==> config.mk <==
export PLATFORM = sky130hd
export DESIGN_NAME = espe_ctrl
export DESIGN_NICKNAME = d
export VERILOG_FILES = /design/src/hdl/espe_pkg.sv /design/src/hdl/espe_ctrl.sv
export SDC_FILE = /design/constraint.sdc
export NUM_CORES = 1
export LEC_CHECK = 0
export ABC_AREA = 1
export BUFFER_PORTS_ARGS = -buffer_cell sky130_fd_sc_hd__buf_4
export CAP_MARGIN = 10
export CORE_UTILIZATION = 30
export DETAILED_ROUTE_END_ITERATION = 8
export PLACE_DENSITY = 0.58
export SYNTH_ARGS = -nofsm -noshare
export SYNTH_HDL_FRONTEND = slang
export SYNTH_SLANG_ARGS = --single-unit
==> constraint.sdc <==
create_clock -name clk -period 2.1 [get_ports clk]
set_input_delay 0.63 -clock clk [delete_from_list [all_inputs] [get_ports clk]]
set_output_delay 0.63 -clock clk [all_outputs]
set_load 0.01 [all_outputs]
==> src/hdl/espe_pkg.sv <==
// ----------------------------------------------------------------------------
// espe_pkg
// Shared types, constants and helpers for the encoder speed/position
// estimator: register codes, datapath commands and saturation.
// ----------------------------------------------------------------------------
package espe_pkg;

  localparam int SPEED_W    = 32;
  localparam int ANGLE_W    = 48;
  localparam int MUL_W      = 33;
  localparam int PROD_W     = 2 * MUL_W;
  localparam int ACC_W      = 50;
  localparam int FSUM_W     = 52;
  localparam int SSCALE_W   = 24;
  localparam int ASCALE_W   = 32;
  localparam int ALPHA_W    = 17;
  localparam int INV_W      = 4;
  localparam int INV_EXT_W  = 8;
  localparam int CFG_DATA_W = 32;
  localparam int CFG_IDX_W  = 3;

  localparam logic [ALPHA_W-1:0] ALPHA_ONE = 17'h10000;

  localparam logic [CFG_IDX_W-1:0] REG_SPEED_SCALE   = 3'd0;
  localparam logic [CFG_IDX_W-1:0] REG_ANGLE_SCALE   = 3'd1;
  localparam logic [CFG_IDX_W-1:0] REG_ALPHA         = 3'd2;
  localparam logic [CFG_IDX_W-1:0] REG_FILTER_ENABLE = 3'd3;
  localparam logic [CFG_IDX_W-1:0] REG_INVERT_MASK   = 3'd4;

  localparam logic [SSCALE_W-1:0] RST_SPEED_SCALE = 24'd48000;
  localparam logic [ASCALE_W-1:0] RST_ANGLE_SCALE = 32'd411775;
  localparam logic [INV_W-1:0]    RST_INVERT_MASK = 4'd5;

  typedef enum logic [2:0] {
    OP_NONE,
    OP_DIFF,
    OP_MUL_SPEED,
    OP_MUL_ANGLE,
    OP_MUL_ALPHA,
    OP_MUL_BETA,
    OP_FILTER,
    OP_ANGLE_ADD
  } op_t;

  typedef struct packed {
    logic load;
    logic publish;
    op_t  op;
  } cmd_t;

  function automatic logic signed [SPEED_W-1:0] sat32(input logic signed [63:0] v);
    logic signed [SPEED_W-1:0] r;
    if (v > 64'sd2147483647) begin
      r = 32'sh7FFFFFFF;
    end else if (v < -64'sd2147483648) begin
      r = 32'sh80000000;
    end else begin
      r = v[SPEED_W-1:0];
    end
    return r;
  endfunction

endpackage

==> src/hdl/espe_ctrl.sv <==
// ----------------------------------------------------------------------------
// espe_ctrl
// Sequencer: accepts a request, walks every channel through the shared
// multiplier steps and hands the finished result to the output register.
// ----------------------------------------------------------------------------
module espe_ctrl #(
  parameter int CHANNELS = 4,
  parameter int CH_W     = 2
) (
  input  logic               clk,
  input  logic               rst,
  input  logic               s_tvalid,
  output logic               s_tready,
  output logic               m_tvalid,
  input  logic               m_tready,
  input  logic               filter_en,
  output espe_pkg::cmd_t     cmd,
  output logic [CH_W-1:0]    ch
);
  import espe_pkg::*;

  typedef enum logic [3:0] {
    ST_IDLE,
    ST_DIFF,
    ST_MSPD,
    ST_MANG,
    ST_MALPHA,
    ST_MBETA,
    ST_FILT,
    ST_ANGADD,
    ST_FINISH
  } state_t;

  state_t state;
  logic   last_ch;
  logic   accept;
  logic   publish;

  assign last_ch  = (ch == CH_W'(CHANNELS - 1));
  assign s_tready = (state == ST_IDLE);
  assign accept   = s_tvalid && s_tready;
  assign publish  = (state == ST_FINISH) && (!m_tvalid || m_tready);

  always_comb begin
    cmd.load    = accept;
    cmd.publish = publish;
    unique case (state)
      ST_DIFF:   cmd.op = OP_DIFF;
      ST_MSPD:   cmd.op = OP_MUL_SPEED;
      ST_MANG:   cmd.op = OP_MUL_ANGLE;
      ST_MALPHA: cmd.op = OP_MUL_ALPHA;
      ST_MBETA:  cmd.op = OP_MUL_BETA;
      ST_FILT:   cmd.op = OP_FILTER;
      ST_ANGADD: cmd.op = OP_ANGLE_ADD;
      default:   cmd.op = OP_NONE;
    endcase
  end

  always_ff @(posedge clk) begin
    if (rst) begin
      state    <= ST_IDLE;
      ch       <= '0;
      m_tvalid <= 1'b0;
    end else begin
      if (publish) begin
        m_tvalid <= 1'b1;
      end else if (m_tready) begin
        m_tvalid <= 1'b0;
      end
      unique case (state)
        ST_IDLE: begin
          ch <= '0;
          if (accept) begin
            state <= ST_DIFF;
          end
        end
        ST_DIFF:   state <= ST_MSPD;
        ST_MSPD:   state <= ST_MANG;
        ST_MANG:   state <= filter_en ? ST_MALPHA : ST_ANGADD;
        ST_MALPHA: state <= ST_MBETA;
        ST_MBETA:  state <= ST_FILT;
        ST_FILT, ST_ANGADD: begin
          // advance to the next channel or finish the request
          if (last_ch) begin
            state <= ST_FINISH;
          end else begin
            ch    <= ch + 1'b1;
            state <= ST_DIFF;
          end
        end
        ST_FINISH: begin
          if (publish) begin
            state <= ST_IDLE;
          end
        end
        default: state <= ST_IDLE;
      endcase
    end
  end

endmodule

Yosys cells after proc, flatten, opt, wreduce, memory -nomap -nowiden:

Cells that the tools add are included.

* flip-flop bits (word level): 7
* bits of input ports: 5
* output and inout port bits: 9
* word-level logic and storage cells: 36

* $add $sub $neg: 1
* equality and inequality tests: 12
* muxes and demuxes: 10
* reductions and logical operators: 10

Operator list (number)
* 4-bit case mux with 8 select lines: 1
* 3-bit case mux with 7 select lines: 1
* 4-bit by 3-bit equality test with 1-bit output, second input constant: 4
* 4-bit two-way mux: 3
* 4-bit by 2-bit equality test with 1-bit output, second input constant: 2
* 4-bit by 1-bit equality test with 1-bit output, second input constant: 1
* 4-bit equality test, second input constant: 1
* 4-bit logical NOT: 1
* 2-bit two-way mux: 2
* 2-bit inequality test, second input constant: 2
* 2-bit case mux with 2 select lines: 1
* 2-bit AND reduction: 2
* 2-bit nonzero test: 2
* 2-bit by 1-bit adder with 2-bit output, second input constant: 1
* 2-bit equality test, second input constant: 1
* 1-bit logical AND: 2
* 1-bit two-way mux: 2
* 2-bit by 1-bit inequality test with 1-bit output, second input constant: 1
* 2-bit OR reduction: 1
* 1-bit logical NOT: 1
* 1-bit logical OR: 1

Longest topological paths before layout:

Gate-level depths: netlist (run 1).

* depth after elaboration: 5
* mapped depth: 7
* gate-level depth less buffers: 7

Worst setup path after synthesis (run 1):

No wires, ideal clock.

* path kind: input port to output port
* start point: input m_tready
* end point: output cmd[3] (netlist name)
* arrival: 0.996 ns
* data required time: 1.470 ns
* slack: 0.474 ns
* cell stages on the path: 3
* buffers on the path: 1
* cell sequence: nor2_1 > nor2_2 > buf_4

* word-level cells in the longest chain between the ends: 2

Ends and longest elaborated chain
* from (decl): line espe_ctrl.sv:15 `input logic m_tready,`
* 1-bit logical OR: line espe_ctrl.sv:42 `assign publish = (state == ST_FINISH) && (!m_tvalid || m_tready);`
* 1-bit logical AND: line espe_ctrl.sv:42
* to (decl): line espe_ctrl.sv:17 `output espe_pkg::cmd_t cmd,`

Every way passes these cells.

==> metrics.md, run 1 <==
| Metric | Value |
|---|---|
| RePlAce Congestion | 0.8113 |
| Worst Setup EP | cmd[3] |
| WL met2 | 402 um |
| Crit start category | flop |
| Total gr overflow | 0 |
| Wire length on met3 | 45 um |
| Simple logic cell fraction of the synthesized area | 42.61% |
| TritonCTS Buffers | 3 |
| CP Data Required Time | 1.47 ns |
| Flops & latches, synth | 7 |
| H-tree level count | 1 |
| Clock share of power | 17.1% |
| Clock tree from TritonCTS | yes |
| DR WL/cell | 9.589 um |
| Synth Flop Type | dfxtp_1 |
| Vias in the first global route | 371 |
| Antenna violations before repair | 0 |
| CP Launch Point | state[3]$_SDFFE_PP0P_ |
| DRT iter0 DRCs | 16 |
| Synth Area in XOR/XNOR | 0% |
| Cells after DPL | 91 |
| Final core utilization | 42.59% |
| Slowest-stage cell, CP | dfxtp_1 |
| Gr usage total | 14.37% |
| Crit-path most repeated cell | nor2_2 |
| FP Rows | 13 |
| Register share of total power | 28.8% |
| Tmin final | 1.898 ns |
| Total wire length | 911 um |
| Clk_skew | 0.002409 ns |
| # hold bufs at CTS | 0 |
| PwrDens | 1350 nW/um^2 |
| Cell Chain, Critical Path | inv_2 -> nor2_2 -> nand2_1 -> nor2_2 -> buf_4 |
| WP data arrival | 1.27 ns |
| Mux contribution to synthesized area | 0% |
| Ant diodes | 0 |
| Switching pwr | 0.3386 mW |
| Via/cell ratio | 4.716 |
| Post-detail-place hpwl | 701.5 um |
| Metal1 wirelength | 444 um |
| RR Startpoint | state[3]$_SDFFE_PP0P_ |
| Cell count after synthesis | 65 |
| Most frequent cell after synthesis | nand2_1 |
| Synth top area share | 31.82% |
| Final setup TNS | 0 ns |
| Static Leak | 0.2742 nW |
| Via count | 448 |
| Initial Utilization | 33.02% |
| VDD IR-drop max | 0.5052 mV |
| Yosys warns | 0 |
| Pwr Total | 0.7669 mW |
| CTS sink count | 7 |
| Syn Nets | 71 |
| Root Driver | clkbuf_4 |
| Rel. slew slack | 79.61% |
| Synth top cells by count | nand2_1, inv_1, nor2_1, dfxtp_1, nand3_1 |
| Library cells used by synthesis | 20 |
| Worst-path clk slew | 0.06 ns |
| I/O pin total | 14 |
| Clock buffer depth | 2 |
| Max Freq | 526.9 MHz |
| Critical Path Sink Type | primary output |
| R2R Setup Slk | 0.93 ns |
| Synth Area in Adders | 2.841% |
| First drt pass iteration count | 4 |
| Drt drc | 0 |
| Die X | 40.32 um |
| Max-slew violation total from the final report | 0 |
| Int Pwr | 0.4283 mW |
| Critical path class | flop to primary output |
| Syn avg cell area | 6.776 um^2 |
| Unrepaired setup endpoints after global routing | false |
| Cells on worst reg2reg path | 7 |
| Dominant cell type by area after synthesis | dfxtp_1 |
| Worst-skew pair later-pin latency | 0.26 ns |
| Combinational cell fraction of total power | 54.1% |
| Synth top area cells | dfxtp_1, nand2_1, inv_1, nor2_1, nor2_2 |
| RR Endpoint | state[0]$_SDFFE_PP0P_ |
| HP Class | flop to flop |
| Largest family of logic cells by synthesized area | simple AND/OR/NAND/NOR gates |
| Area grow syn2layout | 28.98% |
| Period utilisation layout | 90.37% |
| Net Sw Frac | 44.15% |
| Mapped Area | 440.4 um^2 |
| First-pass GRT wire length | 1476 um |
| Number of I/O port buffers | 13 |
| Slew @ Worst Pin | 0.3055 ns |
| Post-CTS Setup Inserts | 0 |
| Core Box Area | 1334 um^2 |
| DRT antenna net count | 0 |
| DIE AREA | 1625 um^2 |
| Setup Viol. Count Final | 0 |
| Post-synth EDFFs | 0 |
| Share of layout cells above drive strength 1 | 37.50% |
| Top Layer Used | met4 |
| Largest net degree at the start of global routing | 7 |
| Final WS setup | 0.2021 ns |
| Status | completed |
| Final count of hold timing violations | 0 |
| CTS resizes | 0 |
| Compound-Gate Fraction of Synth Area | 9.091% |
| Pre-CTS setup slack | 0.3257 ns |
| Nets | 87 |
| Ys async rst share | 0% |
| CP max stage delay | 0.50 ns |
| Max_cap viols | 0 |
| CP max FO | 6 |
| Non-filler cells, final | 95 |
| Register area share after synthesis | 31.82% |
| Die Y | 40.32 um |
-- power by group through the flow --
stage	registers [mW]	clock network (mW)	logic [mW]
after floorplan	0.224	0	0.275
after global placement	0.225	0	0.412
after detailed placement	0.224	0	0.417
after CTS	0.220	0.135	0.420
after global routing	0.227	0.144	0.459
final	0.221	0.131	0.415
-- cell families (layout without fill, tap and decap cells) --
logic type | Yosys count | after routing
adder cells (fa/ha/maj) | 1 | 1
flip-flops | 7 | 7
AND/OR/NAND/NOR | 36 | 36
buffers and inverters | 14 | 29
AO/OA/AOI/OAI | 7 | 7
-- cells in the final DEF, fill, tap and decap left out, types with 2 or more instances in the layout --
| cell | instances |
|---|---|
| nand3_1 | 6 |
| a21oi_1 | 2 |
| inv_1 | 9 |
| nand2_1 | 10 |
| buf_4 | 13 |
| o21ai_1 | 2 |
| dfxtp_1 | 7 |
| nor2_1 | 9 |
| inv_2 | 3 |
| clkbuf_4 | 3 |
| nor2_2 | 5 |
-- metrics by stage --
stage / cell area, um^2 / hold WS [ns]
final: 568.0 / 0.5487
after detailed placement: 541.8 / 0.5386
after floorplan: 440.4 / 0.5336
after CTS: 568.0 / 0.5488
after global routing: 568.0 / 0.5748
after global placement: 541.8 / 0.5324
-- how the worst min path moves through the flow --
stage                          start                    end  cells after the start
2_1_floorplan  state[0]$_SDFFE_PP0P_  state[1]$_SDFFE_PP0P_                      2
3_3_place_gp      ch[1]$_SDFFE_PP0P_     ch[1]$_SDFFE_PP0P_                      2
3_5_place_dp      ch[1]$_SDFFE_PP0P_     ch[1]$_SDFFE_PP0P_                      2
4_1_cts           ch[1]$_SDFFE_PP0P_     ch[1]$_SDFFE_PP0P_                      2
5_1_grt           ch[1]$_SDFFE_PP0P_     ch[1]$_SDFFE_PP0P_                      2
6_report          ch[1]$_SDFFE_PP0P_     ch[1]$_SDFFE_PP0P_                      2
-- sequential cells by signal, summed over array words and instances, names as in the netlist --
signal and flops:
ch 2, state 4, m_tvalid 1
-- critical path: cells and delay by family (launching register included) --
kind                   cells  cell delay (ns)
DFF                        1             0.50
buffers and inverters      2             0.21
and+or+nand+nor            3             0.30
-- layout make-up --
cell class	instances	area, um^2
sequential	7	140.1
fill	156	765.7
tap	15	18.77
inverter	12	45.04
multi-input combinational	44	240.2
clock buffer	4	26.28
timing repair buffer	13	97.59
-- routing by layer --
layer,global-route usage (%),up-vias
met2,20.97,12
met4,10.00,0
li1,-,233
met5,0,-
met3,3.333,2
met1,18.46,201
Note: power is estimated with default switching activity, not from simulation.
==> inputs of run 2 (changes only) <==
--- a/config.mk
+++ b/config.mk
@@ -5,12 +5,11 @@
 export SDC_FILE = /design/constraint.sdc
 export NUM_CORES = 1
 export LEC_CHECK = 0
-export ABC_AREA = 1
 export BUFFER_PORTS_ARGS = -buffer_cell sky130_fd_sc_hd__buf_4
 export CAP_MARGIN = 10
 export CORE_UTILIZATION = 30
 export DETAILED_ROUTE_END_ITERATION = 8
-export PLACE_DENSITY = 0.58
+export PLACE_DENSITY = 0.59
 export SYNTH_ARGS = -nofsm -noshare
 export SYNTH_HDL_FRONTEND = slang
 export SYNTH_SLANG_ARGS = --single-unit
==> run 2 against run 1 <==
Effect of this change: flip-flop and latch count stayed put; sequential share of layout area up 0.22 points; hold slack got worse by 0.060 ns; die area fell by 11%; clock power fell by 5%; synthesized area is 12% lower; wire length fell by 4.1%; critical path depth decreased by 1; global-route usage decreased by 0.63 points; sequential power decreased by 34%; critical path type unchanged; largest cell class unchanged.
==> metrics.md, run 2 <==
| Metric | Value |
|---|---|
| CTS sink count | 7 (unchanged) |
| GRT Max-Usage Layer | met2 |
| Die X | 38.02 um (-5.7%) |
| Total gr overflow | 0 (unchanged) |
| Number of I/O port buffers | 13 (unchanged) |
| Syn avg cell area | 9.049 um^2 (+34%) |
| Core Box Area | 1156 um^2 (-13%) |
| Static Leak | 0.2600 nW (-5.2%) |
| Synth Flop Type | dfxtp_1 |
| Storage cell area | 143.9 um^2 (+2.7%) |
| Max_cap viols | 0 (unchanged) |
| First drt pass iteration count | 4 (unchanged) |
| Antenna violations before repair | 0 (unchanged) |
| Drt drc | 0 (unchanged) |
| Cell count after synthesis | 43 (-34%) |
| Yosys warns | 0 (unchanged) |
| DRT antenna net count | 0 (unchanged) |
| Final setup TNS | 0 ns (unchanged) |
| Total wire length | 874 um (-4.1%) |
| DR WL/cell | 11.21 um (+17%) |
| H-tree level count | 1 (unchanged) |
| Most common cell after layout, fill and taps aside | buf_4 |
| Final count of hold timing violations | 0 (unchanged) |
| Clk_skew | 0.006782 ns (+0.004373 ns) |
| Ys async rst share | 0% (unchanged) |
| Flops & latches, synth | 7 (unchanged) |
| Most frequent cells in the layout | buf_4, dfxtp_1, nor2b_1 |
| Crit start category | flop |
| Tmin final | 2.056 ns (+0.1586 ns) |
| Initial Utilization | 33.66% (+0.64 points) |
| Synth top cells by count | dfxtp_1, nor2b_1, nor2_1 |
| Nets | 71 (-18%) |
| Slew @ Worst Pin | 0.3063 ns (+0.0007832 ns) |
| Final core utilization | 50.00% (+7.4 points) |
| Status | completed |
| HP Class | flop to flop |
| Worst-path clk slew | 0.06 ns (about the same) |
| Area grow syn2layout | 48.55% |
| WP data arrival | 1.43 ns (+0.16 ns) |
| Grt met1 use | 14.70% (-3.8 points) |
| First-pass GRT wire length | 1269 um (-14%) |
| Mapped Area | 389.1 um^2 (-12%) |
| Global Route met2 Usage | 20.26% (-0.71 points) |
| Post-detail-place hpwl | 548.9 um (-22%) |
| Worst-skew pair later-pin latency | 0.25 ns (about the same) |
| Period utilisation layout | 97.93% (+7.6 points) |
| Ant diodes | 0 (unchanged) |
| CP Data Required Time | 1.47 ns (about the same) |
| RePlAce Congestion | 0.7866 (-3.0%) |
| Largest register FFs | 4 (unchanged) |
| Via/cell ratio | 4.808 (+1.9%) |
| Max Freq | 486.3 MHz (-7.7%) |
| Biggest register | state |
| Vias in the first global route | 309 (-17%) |
| Clock buffer depth | 2 (unchanged) |
| Library cells used by synthesis | 26 (+30%) |
| Rel. slew slack | 79.05% (-0.55 points) |
| DRT iter0 DRCs | 7 (-9) |
| Filler cell count | 114 (-27%) |
| Gr usage total | 13.74% (-0.63 points) |
| I/O pin total | 14 (unchanged) |
| TritonCTS Buffers | 3 (unchanged) |
| Critical Path Sink Type | primary output |
| Dominant cell type by area after synthesis | dfxtp_1 |
| GR Layer Usage met3 | 10.47% (+7.1 points) |
| Unrepaired setup endpoints after global routing | true |
| Non-filler cells, final | 78 (-18%) |
| FP Rows | 12 (-1) |
| Area occupied by multi-input gates | 221.5 um^2 (-7.8%) |
| Setup Viol. Count Final | 0 (unchanged) |
| Cells after DPL | 68 (-25%) |
| PwrDens | 671.8 nW/um^2 (-50%) |
| Most frequent cell after synthesis | dfxtp_1 |
| Critical path class | flop to primary output |
| Synth top area cells | dfxtp_1, nor2b_1, buf_4, nor2_1, nor4b_2 |
| Die Y | 38.02 um (-5.7%) |
| Max-slew violation total from the final report | 0 (unchanged) |
| Largest regs | state x4, ch x2, m_tvalid x1 |
| Via count | 375 (-16%) |
| Synth top area share | 36.01% (+4.2 points) |
| VDD IR-drop max | 0.4232 mV (-16%) |
| Post-synth EDFFs | 0 (unchanged) |
| Register area share after synthesis | 36.01% (+4.2 points) |
| Share of layout cells above drive strength 1 | 45.31% (+7.8 points) |
| Root Driver | clkbuf_4 |
| CP max FO | 6 (unchanged) |
| Syn Nets | 49 (-31%) |
| Largest net degree at the start of global routing | 11 (+4) |
| DIE AREA | 1445 um^2 (-11%) |
| Clock tree from TritonCTS | yes |
-- run 2: cell count changes after synthesis, sizes merged, moves of 2 or more --
cell / delta
nand3: -5
nor2b: +5
o21ai: -2
nor2: -11
inv: -10
buf: +2
nand2: -11
-- run 2: repair_timing --
| item | CTS | global route |
|---|---|---|
| setup endpoints to repair | 1 | 2 |
| pin swaps | 0 | 2 |
| hold buffers | 0 | 0 |
| gates resized for setup | 1 | 4 |
| buffers inserted | 0 | 6 |
| endpoints found under the hold margin | 0 | 0 |
-- run 2: worst paths after layout --
kind | start | to | slack [ns] | cells after the start
setup reg to reg | state[1]$_SDFFE_PP0P_ | state[3]$_SDFFE_PP0P_ | 0.59 | 5
hold reg to reg | ch[1]$_SDFFE_PP0P_ | ch[1]$_SDFFE_PP0P_ | 0.49 | 2
hold / removal | ch[1]$_SDFFE_PP0P_ | ch[1]$_SDFFE_PP0P_ | 0.49 | 2
setup / recovery | state[1]$_SDFFE_PP0P_ | cmd[4] | 0.04 | 4
-- run 2: cell families (layout without fill, tap and decap cells) --
family                   count (synthesis)  in the layout  share of synthesized area, %
AND/OR/NAND/NOR                         20             20                         33.12
AO/OA/AOI/OAI                            8              8                         14.79
flip-flops                               7              7                         36.01
buffers and inverters                    6             27                         9.963
adder cells (fa/ha/maj)                  1              1                         3.215
multiplexers                             1              1                         2.894
-- run 2: where the power goes --
| part | switching [mW] | internal [mW] | leakage, nW | total (mW) |
|---|---|---|---|---|
| registers | 0.00602 | 0.140 | 0.0576 | 0.146 |
| logic | 0.0486 | 0.0690 | 0.187 | 0.118 |
| clock network | 0.0520 | 0.0727 | 0.0150 | 0.125 |
-- run 2: layout make-up --
type                            instances  area share, %
Inverter                                2          1.299
Timing Repair Buffer                   21          27.92
Multi-Input combinational cell         30          38.31
Clock buffer                            4          4.545
Tap cell                               14          3.030
Sequential cell                         7          24.89
-- run 2: metrics by stage --
stage | hold WS [ns] | power [mW] | worst slack [ns] | area (um^2)
floorplan | 0.5017 | 0.2001 | 0.2204 | 389.1
global placement | 0.4968 | 0.2278 | 0.2553 | 488.0
detailed placement | 0.4858 | 0.2288 | 0.2364 | 488.0
CTS | 0.4961 | 0.3570 | 0.003670 | 515.5
global route | 0.5149 | 0.4198 | -0.007110 | 578.1
finish | 0.4884 | 0.3883 | 0.04350 | 578.1
-- run 2: critical path, stage by stage, from the launching register on --
cell and delay, ns:
dfxtp_4 0.36, or4_4 0.54, inv_2 0.07, and2_4 0.13
buf_6 0.09
-- run 2: routing by layer --
layer | routed length [um] | part of all wire, % | vias to the layer above
li1 | - | - | 196
met1 | 383 | 44 | 164
met2 | 414 | 47 | 15
met3 | 76 | 8.7 | 0
met4 | 0 | 0 | 0
met5 | 0 | 0 | -
==> inputs of run 3 (changes only) <==
--- a/config.mk
+++ b/config.mk
@@ -5,11 +5,13 @@
 export SDC_FILE = /design/constraint.sdc
 export NUM_CORES = 1
 export LEC_CHECK = 0
+export ABC_AREA = 1
 export BUFFER_PORTS_ARGS = -buffer_cell sky130_fd_sc_hd__buf_4
 export CAP_MARGIN = 10
 export CORE_UTILIZATION = 30
 export DETAILED_ROUTE_END_ITERATION = 8
-export PLACE_DENSITY = 0.59
+export PLACE_DENSITY = 0.58
+export REMOVE_ABC_BUFFERS = 1
 export SYNTH_ARGS = -nofsm -noshare
 export SYNTH_HDL_FRONTEND = slang
 export SYNTH_SLANG_ARGS = --single-unit
==> run 3 against run 2 <==
Effect of this change: cell count increased by 22%; maximum frequency grew 9.9%; die area is 12% higher; combinational power increased to 3.5 times the previous value; first-iteration DRC count grew 29%; via count up 18%.
==> metrics.md, run 3 (synthesized netlist as in run 1, its figures left out) <==
| Metric | Value |
|---|---|
| Status | completed |
| Via count | 441 (+18%) |
| H-tree level count | 1 (unchanged) |
| Slew @ Worst Pin | 0.2963 ns (-0.009964 ns) |
| FP Rows | 13 (+1) |
| Via/cell ratio | 4.642 (-3.4%) |
| Critical Path Sink Type | primary output |
| Antenna violations before repair | 0 (unchanged) |
| Die X | 40.32 um (+6.1%) |
| PwrDens | 1336 nW/um^2 (+99%) |
| Final count of hold timing violations | 0 (unchanged) |
| First drt pass iteration count | 4 (unchanged) |
| Clock tree from TritonCTS | yes |
| Max Freq | 534.2 MHz (+9.9%) |
| Max_cap viols | 0 (unchanged) |
| Period utilisation layout | 89.14% (-8.8 points) |
| Initial Utilization | 33.02% (-0.64 points) |
| Share of layout cells above drive strength 1 | 37.50% (-7.8 points) |
| Number of I/O port buffers | 13 (unchanged) |
| Vias in the first global route | 372 (+20%) |
| Core Box Area | 1334 um^2 (+15%) |
| Largest register FFs | 4 (unchanged) |
| Nets | 87 (+23%) |
| Total gr overflow | 0 (unchanged) |
| Final setup TNS | 0 ns (unchanged) |
| Final WS setup | 0.2280 ns (+0.1845 ns) |
| Largest net degree at the start of global routing | 7 (-4) |
| VDD IR-drop max | 0.6087 mV (+44%) |
| First-pass GRT wire length | 1531 um (+21%) |
| Gr usage total | 15.09% (+1.3 points) |
| DR WL/cell | 10.05 um (-10%) |
| HP Class | flop to flop |
| TritonCTS Buffers | 3 (unchanged) |
| Final Hold Slack | 0.5532 ns (+0.06484 ns) |
| Most frequent cells in the layout | buf_4, nand2_1, inv_1, nor2_1, dfxtp_1 |
| Die Y | 40.32 um (+6.1%) |
| Root Driver | clkbuf_4 |
| Crit start category | flop |
| Filler cell count | 151 (+32%) |
| Pre-CTS setup slack | 0.3309 ns (+0.09448 ns) |
| Post-CTS Setup Inserts | 0 (unchanged) |
| # hold bufs at CTS | 0 (unchanged) |
| Worst-path clk slew | 0.06 ns (about the same) |
| Most common cell after layout, fill and taps aside | buf_4 |
| Unrepaired setup endpoints after global routing | false |
| I/O pin total | 14 (unchanged) |
| Post-detail-place hpwl | 724.2 um (+32%) |
| DRT antenna net count | 0 (unchanged) |
| Max-slew violation total from the final report | 0 (unchanged) |
| Tmin final | 1.872 ns (-0.1845 ns) |
| Clk_skew | 0.006664 ns (-0.0001179 ns) |
| Clock buffer depth | 2 (unchanged) |
| DRT iter0 DRCs | 9 (+2) |
| Drt drc | 0 (unchanged) |
| CTS sink count | 7 (unchanged) |
| Worst-skew pair later-pin latency | 0.26 ns (about the same) |
| Area grow syn2layout | 28.98% |
| Biggest register | state |
| Rel. slew slack | 80.22% (+1.2 points) |
| Critical path class | flop to primary output |
| RePlAce Congestion | 0.7486 (-4.8%) |
| Setup Viol. Count Final | 0 (unchanged) |
| DIE AREA | 1625 um^2 (+12%) |
| Static Leak | 0.2742 nW (+5.4%) |
| CP max FO | 6 (unchanged) |
| WP data arrival | 1.24 ns (-0.19 ns) |
| CP Data Required Time | 1.47 ns (about the same) |
| Total wire length | 955 um (+9.3%) |
| CTS resizes | 0 (-1) |
| Ant diodes | 0 (unchanged) |
| Largest regs | state x4, ch x2, m_tvalid x1 |
-- run 3: cell count changes in the layout (fill, tap and decap cells not counted), sizes merged, moves of 2 or more --
cell   before  now
nor2b       5    0
inv         2   12
nor2        4   15
o21ai       1    3
nand3       2    7
nand2       1   12
buf        21   13
-- run 3: final timing paths --
kind | from | to | slack, ns | cells past startpoint
worst min-delay path | ch[1]$_SDFFE_PP0P_ | ch[1]$_SDFFE_PP0P_ | 0.55 | 2
worst min register to register | ch[1]$_SDFFE_PP0P_ | ch[1]$_SDFFE_PP0P_ | 0.55 | 2
worst max register to register | state[3]$_SDFFE_PP0P_ | ch[0]$_SDFFE_PP0P_ | 0.96 | 6
worst max-delay path | state[3]$_SDFFE_PP0P_ | cmd[3] | 0.23 | 5
-- run 3: worst max-delay path, stage by stage, from the launching register on --
cell	delay (ns)
dfxtp_1	0.49
inv_2	0.09
nor2_2	0.10
nand2_1	0.07
nor2_2	0.10
buf_4	0.13
-- run 3: per-layer routing --
layer | vias up | wire, um | global-route usage (%)
li1 | 230 | - | -
met1 | 192 | 447 | 16.50
met2 | 17 | 444 | 23.39
met3 | 2 | 47 | 3.889
met4 | 0 | 15 | 14.17
met5 | - | 0 | 0
-- run 3: power by group --
part           internal (mW)  switching (mW)  total [mW]
Sequential             0.174          0.0480       0.222
Clock                 0.0729          0.0549       0.128
Combinational          0.182           0.227       0.409
-- run 3: area by class of cell --
type / instances / area (um^2) / area share [%]
inverter: 12 / 45.04 / 7.930
sequential: 7 / 140.1 / 24.67
tap: 15 / 18.77 / 3.304
timing repair buffer: 13 / 97.59 / 17.18
clock buffer: 4 / 26.28 / 4.626
multi-input combinational: 44 / 240.2 / 42.29
-- run 3: per-stage QoR --
stage / instances / utilization (%) / instance area [um^2] / total power [mW]
detailed placement: 91 / 40.62 / 541.8 / 0.6359
global route: 95 / 42.59 / 568.0 / 0.8381
CTS: 95 / 42.59 / 568.0 / 0.7682
finish: 95 / 42.59 / 568.0 / 0.7587
global placement: 91 / 40.62 / 541.8 / 0.6354
floorplan: 63 / - / 425.4 / 0.4876
